$ cat src/hw/rtl/rff_pkg.sv
// shared constants and types for the replay freshness filter
package rff_pkg;

	// table geometry
	localparam int SENDERS = 16;
	localparam int SLOT_W  = (SENDERS > 1) ? $clog2(SENDERS) : 1;

	// field widths
	localparam int IDX_W    = 4;
	localparam int SEQ_W    = 32;
	localparam int TIME_W   = 63;
	localparam int GAP_W    = 32;
	localparam int REASON_W = 3;

	// packed stream widths, rounded up to whole bytes
	localparam int IN_BITS  = IDX_W + SEQ_W + TIME_W + TIME_W;
	localparam int IN_W     = ((IN_BITS + 7) / 8) * 8;
	localparam int OUT_BITS = 1 + REASON_W;
	localparam int OUT_W    = ((OUT_BITS + 7) / 8) * 8;

	localparam logic [GAP_W-1:0] GAP_RESET = GAP_W'(200000000);

	typedef enum logic [REASON_W-1:0] {
		R_FRESH   = 3'd0,
		R_OLD_SEQ = 3'd1,
		R_DUP_TS  = 3'd2,
		R_BURST   = 3'd3,
		R_OLD_TS  = 3'd4
	} reason_t;

	// one table entry as held in the memory
	typedef struct packed {
		logic [TIME_W-1:0] arr;
		logic [TIME_W-1:0] orig;
		logic [SEQ_W-1:0]  seq;
	} entry_t;

	// compare results carried from the read stage to the decision stage
	typedef struct packed {
		logic vld;
		logic seq_lt;
		logic seq_eq;
		logic orig_eq;
		logic orig_lt;
	} flags_t;

endpackage

$ cat src/hw/rtl/replay_freshness_filter.sv
// top level of the per-sender replay freshness filter
//
//  channel  | direction | handshake          | content
//  ---------+-----------+--------------------+------------------------------------------
//  s_*      | in        | s_tvalid/s_tready  | sender_index, sequence_req, orig/arrival ns
//  m_*      | out       | m_tvalid/m_tready  | accept, reason
//  cfg_*    | in        | cfg_we             | burst_gap_ns
//
// one message is in flight at a time; the edge that takes a beat also launches
// the table read, then the read stage compares and the decide stage decides and
// writes back, loading the output register that drives m_tvalid
// a new beat is taken only once the previous message has passed the memory read
// and the compare and decide stages
// the next message can be taken as soon as the previous one has reached the
// output register, even while that result still waits for m_tready
// a decided message holds in the decide stage while the output register is full
// reset clears the per-sender valid bits and the state; the table memory itself
// is never cleared, an entry's content only counts once its valid bit is set
// burst_gap_ns comes out of reset at 200 ms

module replay_freshness_filter (
	input  logic                        clk,
	input  logic                        arst_n,
	// beat fields from bit 0: sender_index[3:0], sequence_req[35:4],
	// orig_time_ns[98:36], arrival_time_ns[161:99], zero fill
	input  logic                        s_tvalid,
	output logic                        s_tready,
	input  logic [rff_pkg::IN_W-1:0]    s_tdata,
	// beat fields from bit 0: accept[0], reason[3:1], zero fill
	output logic                        m_tvalid,
	input  logic                        m_tready,
	output logic [rff_pkg::OUT_W-1:0]   m_tdata,
	// burst gap register
	input  logic                        cfg_we,
	input  logic [rff_pkg::GAP_W-1:0]   cfg_wdata
);

	localparam int SEQ_LO  = rff_pkg::IDX_W;
	localparam int ORIG_LO = SEQ_LO + rff_pkg::SEQ_W;
	localparam int ARR_LO  = ORIG_LO + rff_pkg::TIME_W;
	localparam int DIFF_W  = rff_pkg::TIME_W + 1;

	typedef enum logic [1:0] {
		ST_IDLE,
		ST_READ,
		ST_JUDGE
	} state_t;

	state_t state_q;

	// unpacked input beat
	logic [rff_pkg::IDX_W-1:0]   in_idx;
	logic [rff_pkg::SLOT_W-1:0]  in_slot;
	rff_pkg::entry_t             in_entry;

	// request held for the duration of one message
	logic [rff_pkg::SLOT_W-1:0]  slot_q;
	rff_pkg::entry_t             req_q;

	// configuration
	logic [rff_pkg::GAP_W-1:0]   gap_q;

	// per-sender valid bits, in flops so reset clears them at once
	logic [rff_pkg::SENDERS-1:0] valid_q;

	// table memory, one read port, one write port, registered read
	rff_pkg::entry_t             mem [rff_pkg::SENDERS];
	rff_pkg::entry_t             rd_q;
	logic                        mem_re;
	logic                        mem_we;

	// read stage results
	rff_pkg::flags_t             flags_c;
	logic [DIFF_W-1:0]           diff_c;
	rff_pkg::flags_t             flags_s1;
	logic [DIFF_W-1:0]           diff_s1;

	// decide stage
	logic                        burst_c;
	rff_pkg::reason_t            reason_c;
	logic                        out_free;

	// output register
	logic                        m_valid_q;
	logic                        m_accept_q;
	rff_pkg::reason_t            m_reason_q;

	logic                        in_fire;

	// ---------------------------------------------------------------- input side
	assign in_idx            = s_tdata[rff_pkg::IDX_W-1:0];
	assign in_slot           = rff_pkg::SLOT_W'(32'(in_idx) % rff_pkg::SENDERS);
	assign in_entry.seq      = s_tdata[SEQ_LO +: rff_pkg::SEQ_W];
	assign in_entry.orig     = s_tdata[ORIG_LO +: rff_pkg::TIME_W];
	assign in_entry.arr      = s_tdata[ARR_LO +: rff_pkg::TIME_W];

	assign s_tready = (state_q == ST_IDLE);
	assign in_fire  = s_tvalid && s_tready;

	// ---------------------------------------------------------------- table memory
	// the read is launched with the accepted beat; the only write comes from the
	// decide stage of the same message, so read and write never overlap
	assign mem_re = in_fire;

	always_ff @(posedge clk) begin
		if (mem_we) begin
			mem[slot_q] <= req_q;
		end
		if (mem_re) begin
			rd_q <= mem[in_slot];
		end
	end

	// ---------------------------------------------------------------- read stage
	// compares against the stored entry; arrival difference taken as signed 64 bit
	always_comb begin
		flags_c.vld     = valid_q[slot_q];
		flags_c.seq_lt  = req_q.seq < rd_q.seq;
		flags_c.seq_eq  = req_q.seq == rd_q.seq;
		flags_c.orig_eq = req_q.orig == rd_q.orig;
		flags_c.orig_lt = req_q.orig < rd_q.orig;
		diff_c          = {1'b0, req_q.arr} - {1'b0, rd_q.arr};
	end

	// ---------------------------------------------------------------- decide stage
	// first failing check wins, in the order of the reason codes
	assign burst_c = $signed(diff_s1) < $signed({{(DIFF_W-rff_pkg::GAP_W){1'b0}}, gap_q});

	always_comb begin
		if (!flags_s1.vld) begin
			reason_c = rff_pkg::R_FRESH;
		end else if (flags_s1.seq_lt) begin
			reason_c = rff_pkg::R_OLD_SEQ;
		end else if (flags_s1.seq_eq && flags_s1.orig_eq) begin
			reason_c = rff_pkg::R_DUP_TS;
		end else if (flags_s1.seq_eq && burst_c) begin
			reason_c = rff_pkg::R_BURST;
		end else if (flags_s1.orig_lt) begin
			reason_c = rff_pkg::R_OLD_TS;
		end else begin
			reason_c = rff_pkg::R_FRESH;
		end
	end

	assign out_free = !m_valid_q || m_tready;
	assign mem_we   = (state_q == ST_JUDGE) && out_free && (reason_c == rff_pkg::R_FRESH);

	// ---------------------------------------------------------------- control
	always_ff @(posedge clk or negedge arst_n) begin
		if (!arst_n) begin
			state_q    <= ST_IDLE;
			valid_q    <= '0;
			gap_q      <= rff_pkg::GAP_RESET;
			m_valid_q  <= 1'b0;
			m_accept_q <= 1'b0;
			m_reason_q <= rff_pkg::R_FRESH;
		end else begin
			if (cfg_we) begin
				gap_q <= cfg_wdata;
			end
			// result register: loaded by the decide stage, emptied by m_tready
			if ((state_q == ST_JUDGE) && out_free) begin
				m_valid_q <= 1'b1;
			end else if (m_tready) begin
				m_valid_q <= 1'b0;
			end
			case (state_q)
				ST_IDLE: begin
					if (in_fire) begin
						state_q <= ST_READ;
					end
				end
				ST_READ: begin
					state_q <= ST_JUDGE;
				end
				ST_JUDGE: begin
					if (out_free) begin
						m_accept_q <= (reason_c == rff_pkg::R_FRESH);
						m_reason_q <= reason_c;
						if (mem_we) begin
							valid_q[slot_q] <= 1'b1;
						end
						state_q <= ST_IDLE;
					end
				end
				default: begin
					state_q <= ST_IDLE;
				end
			endcase
		end
	end

	// payload registers, no reset needed
	always_ff @(posedge clk) begin
		if (in_fire) begin
			slot_q <= in_slot;
			req_q  <= in_entry;
		end
		if (state_q == ST_READ) begin
			flags_s1 <= flags_c;
			diff_s1  <= diff_c;
		end
	end

	// ---------------------------------------------------------------- output side
	assign m_tvalid = m_valid_q;
	assign m_tdata  = {{(rff_pkg::OUT_W-rff_pkg::OUT_BITS){1'b0}}, m_reason_q, m_accept_q};

	// ---------------------------------------------------------------- assertions
	a_accept_matches_reason: assert property (@(posedge clk) disable iff (!arst_n)
		m_valid_q |-> (m_accept_q == (m_reason_q == rff_pkg::R_FRESH)))
		else $error("accept flag disagrees with reason code");

	a_write_only_when_decided: assert property (@(posedge clk) disable iff (!arst_n)
		mem_we |-> (state_q == ST_JUDGE) && out_free)
		else $error("table written outside the decide stage");

	a_write_sets_valid: assert property (@(posedge clk) disable iff (!arst_n)
		mem_we |=> valid_q[$past(slot_q)])
		else $error("valid bit not set after table write");

	a_beat_starts_read: assert property (@(posedge clk) disable iff (!arst_n)
		in_fire |=> (state_q == ST_READ))
		else $error("accepted beat did not start a table read");

	a_reason_in_range: assert property (@(posedge clk) disable iff (!arst_n)
		m_valid_q |-> (m_reason_q == rff_pkg::R_FRESH || m_reason_q == rff_pkg::R_OLD_SEQ ||
			m_reason_q == rff_pkg::R_DUP_TS || m_reason_q == rff_pkg::R_BURST ||
			m_reason_q == rff_pkg::R_OLD_TS))
		else $error("result reason code out of range");

endmodule

$ cat config.mk
export PLATFORM = sky130hd
export DESIGN_NAME = replay_freshness_filter
export DESIGN_NICKNAME = d
export VERILOG_FILES = /design/src/hw/rtl/rff_pkg.sv /design/src/hw/rtl/replay_freshness_filter.sv
export SDC_FILE = /design/constraint.sdc
export NUM_CORES = 2
export LEC_CHECK = 0
export BUFFER_PORTS_ARGS = -buffer_cell sky130_fd_sc_hd__buf_4
export CAP_MARGIN = 20
export CORE_ASPECT_RATIO = 1.75
export CORE_MARGIN = 4
export CORE_UTILIZATION = 25
export CTS_BUF_LIST = sky130_fd_sc_hd__clkbuf_4 sky130_fd_sc_hd__clkbuf_8 sky130_fd_sc_hd__clkbuf_16
export DETAILED_ROUTE_END_ITERATION = 7
export GPL_ROUTABILITY_DRIVEN = 0
export GPL_TIMING_DRIVEN = 1
export REMOVE_ABC_BUFFERS = 1
export SLEW_MARGIN = 20
export SYNTH_ARGS = -nofsm -noshare
export SYNTH_HDL_FRONTEND = slang
export SYNTH_SLANG_ARGS = --single-unit
$ cat constraint.sdc
create_clock -name clk -period 22.9 [get_ports clk]
set_clock_uncertainty 0.2 [all_clocks]
set_input_delay 4.58 -clock clk [delete_from_list [all_inputs] [get_ports clk]]
set_output_delay 4.58 -clock clk [all_outputs]
set_load 0.03 [all_outputs]
==> reports/results.tsv <==
stage	metric	value	unit
run_status	run status	completed	
sta	max-slew violations	0	
setup_path	worst r2r dst	mem[2][55]	
setup_path	Worst setup SP type	primary input	
sta	Setup violations, final	0	
floorplan	Starting Density	25.1	%
route	Vias/cell	4.48	
synth	Seq/Total Area, Yosys	77.0	%
floorplan	die area	474000	um^2
sta	worst setup margin	14.31	ns
worst_hold_path	Tightest Hold Check Type	reg2reg	
clock_network	CTS Buffer Depth	4	
clock_network	cts hold-fix bufs	0	
setup_path	Worst Reg-to-Reg Cells	14	
grt	largest net degree at the start of global routing	117	
synth	adder-cell share of the synthesized area	2.06	%
synth	post-synthesis simple-gate area fraction	1.50	%
synth	synth warn	0	
sta	setup_tns	0	ns
synth	dominant synthesized flop cell	edfxtp_1	
worst_hold_path	HP Start	valid_q[1]	
setup_path	crit-path max FO	116	
grt	GRT Resource Usage Total	11.9	%
power	PwrDens	91.0	nW/um^2
route	WL final	289000	um
place	DP Cell Count	11400	
route	vias	53500	
finish	fin util	29.2	%
place	Place WS	13.24	ns
synth	post-synthesis instance area	116000	um^2
synth	combinational family with the most area after synthesis	multiplexers	
finish	share of layout cells above drive strength 1	27.5	%
grt	grt ovf	0	
floorplan	Die Width	522	um
clock_network	Root Buffer	clkbuf_16	
power	Leak	0.0427	uW
synth	cell count after synthesis	5185	
finish	Final #Nets	5954	
sta	measured slew at the worst slew-check pin	1.12	ns
synth	synth unique cells	69	
route	Antenna Nets Post-Route	0	
grt	initial antenna violation count	39	
setup_path	start point of the critical path	s_tdata[0]	
synth	synthesized flop and latch total	2972	
clock_network	H-tree levels	5	
floorplan	core area	461000	um^2
floorplan	die height	907	um
setup_path	r2r startpoint	gap_q[27]	
route	Iteration-0 DRC Markers	5221	
sta	fmax	116	MHz
clock_network	Post-CTS Setup Repair Bufs	0	
floorplan	Core Rows	330	
clock_network	clock-pin slew on the worst setup and hold paths	0.06	ns
clock_network	TritonCTS Buffers	302	
synth	XOR/XNOR share of the synthesized area	0.417	%
flow_run	# Max-Cap Violations	0	
clock_network	CTS tree	done	
clock_network	Skew-Pair Late Insertion Delay	0.84	ns
synth	syn avg cell area	22.3	um^2
setup_path	Critical Path RT	23.26	ns
power	worst ir drop on vdd	0.0539	mV
sta	Final Cycle Share	37.5	%
finish	synthesis-to-finish area growth	16.4	%
setup_path	Reg2Reg Setup Slack	16.29	ns
synth	Post-synth ARST share	1.85	%
place	I/O Buffers	204	
route	drt pass-1 iters	6	
setup_path	critical path class	in2reg	
sta	Slew headroom	25.2	%
grt	vias in the first global route	57100	
synth	number of flops mapped to enable cells by yosys	2917	
clock_network	post-CTS sizing	0	
finish	fin area	135000	um^2
grt	first-pass GRT wire length	415000	um
setup_path	CP arrival	8.96	ns
setup_path	Critical Path Sink	rd_q[72]	
synth	post-synthesis mux area share	15.4	%
finish	non-filler cells, final	11900	
floorplan	I/O pin total	215	
sta	minimum clock period	8.59	ns
sta	unrepaired setup endpoints after global routing	no	
clock_network	CTS Sinks	2972	
place	dpl cell area	125000	um^2
setup_path	Crit. End Element	flop	
route	DR DRC count	0	
synth	post-synthesis compound-gate area fraction	2.20	%
place	HPWL after detailed placement	154000	um
route	WL/cell	24.2	um
sta	Final Hold Viols	0	
## critical path: stages
cell and delay, ns:
buf_8 0.56, buf_4 0.80, buf_12 0.55, buf_12 0.78, mux4_2 0.65, mux4_2 0.46
## synth_stat cells (3+ instances only)
library cell / number / area, um^2
mux4_2: 781 / 17600
o31ai_1: 4 / 30.0
or4_1: 5 / 37.5
and2_1: 12 / 75.1
nor2_1: 61 / 229
a211o_1: 3 / 26.3
dfrtp_1: 43 / 1080
clkbuf_1: 157 / 589
o21ai_0: 91 / 455
buf_2: 13 / 65.1
nand2b_1: 22 / 138
nand3_1: 22 / 110
buf_1: 52 / 195
or2_2: 5 / 31.3
a21o_1: 64 / 480
edfxtp_1: 2917 / 87600
ha_1: 189 / 2360
o2111ai_1: 4 / 35.0
nor4_1: 10 / 62.6
nor2b_1: 40 / 250
o21bai_1: 25 / 188
mux2i_1: 15 / 150
o22ai_1: 3 / 18.8
a211oi_1: 24 / 180
nor3_1: 17 / 85.1
nand4_1: 37 / 231
nand2_1: 80 / 300
a21oi_1: 112 / 561
dfstp_2: 12 / 315
buf_4: 5 / 37.5
inv_1: 211 / 792
and4_1: 7 / 61.3
a31oi_1: 7 / 43.8
xor2_1: 21 / 184
o31a_1: 3 / 26.3
a221oi_1: 6 / 52.6
and3_1: 9 / 56.3
xnor2_1: 34 / 298
or3_1: 3 / 18.8
o21a_1: 19 / 143
o211ai_1: 6 / 45.0
## metal layers
metal | global-route usage, % | routed length (um) | share of wire [%] | vias up
li1 | - | - | - | 22400
met1 | 15.7 | 119000 | 41 | 28900
met5 | 0 | 136 | 0.047 | -
met4 | 3.47 | 7930 | 2.7 | 22
met2 | 20.5 | 146000 | 50 | 1729
met3 | 1.72 | 16000 | 5.5 | 459
## sequential cells by signal, summed over array words and instances, names as in the netlist
| signal | flops |
|---|---|
| m_accept_q | 1 |
| m_tvalid | 1 |
| flags_s1 | 5 |
| m_reason_q | 3 |
| req_q | 158 |
| mem | 2528 |
| valid_q | 16 |
| gap_q | 32 |
| state_q | 2 |
| diff_s1 | 64 |
| rd_q | 158 |
| slot_q | 4 |
## cells by family (layout without fill, tap and decap cells)
| logic type | count (synthesis) | after routing |
|---|---|---|
| simple gates | 335 | 335 |
| other cells | 1 | 15 |
| buf+inv | 440 | 1030 |
| compound gates | 395 | 395 |
| mux | 797 | 797 |
| flops | 2972 | 2972 |
| xor+xnor | 55 | 55 |
| fa+ha+maj | 190 | 190 |
## area by class of cell
class / instances / area (um^2)
Clock buffer: 357 / 8040
Clock inverter: 166 / 1510
Sequential cell: 2972 / 89000
Fill cell: 44500 / 327000
Tap cell: 6142 / 7680
Antenna cell: 11 / 27.5
Timing Repair Buffer: 296 / 2500
Multi-Input combinational cell: 1776 / 25000
Inverter: 211 / 792
## cells in the final DEF (no fill, tap or decap), types with 24 or more instances in the layout
cell	instances
o21bai_1	25
o21ai_0	90
a21oi_1	112
nand2_1	80
nor2b_1	39
ha_1	189
xnor2_1	34
mux4_2	781
nor2_1	45
nand4_1	37
buf_4	272
a211oi_1	24
clkbuf_16	306
clkinv_1	58
edfxtp_1	2917
dfrtp_1	43
clkbuf_4	51
a21o_1	64
inv_1	211
clkinv_2	47
## power by group
part / switching [uW] / internal (uW)
Clock: 2050 / 2770
Combinational: 564 / 371
Sequential: 201 / 6290
## worst min-delay path by stage
stage             endpoint  slack [ns]  depth (start not counted)
6_report        valid_q[1]        0.27                          1
5_1_grt        valid_q[11]        0.29                          1
4_1_cts         valid_q[1]        0.28                          1
3_5_place_dp   valid_q[11]        0.26                          1
3_3_place_gp   valid_q[14]        0.25                          1
2_1_floorplan  valid_q[10]        0.24                          1
## stage by stage
step	power, uW	hold WS (ns)
2_1_floorplan	7110	0.238
3_3_place_gp	7530	0.252
3_5_place_dp	7560	0.262
4_1_cts	12400	0.276
5_1_grt	12700	0.294
6_report	12200	0.273
(Power assumes the default switching activity.)
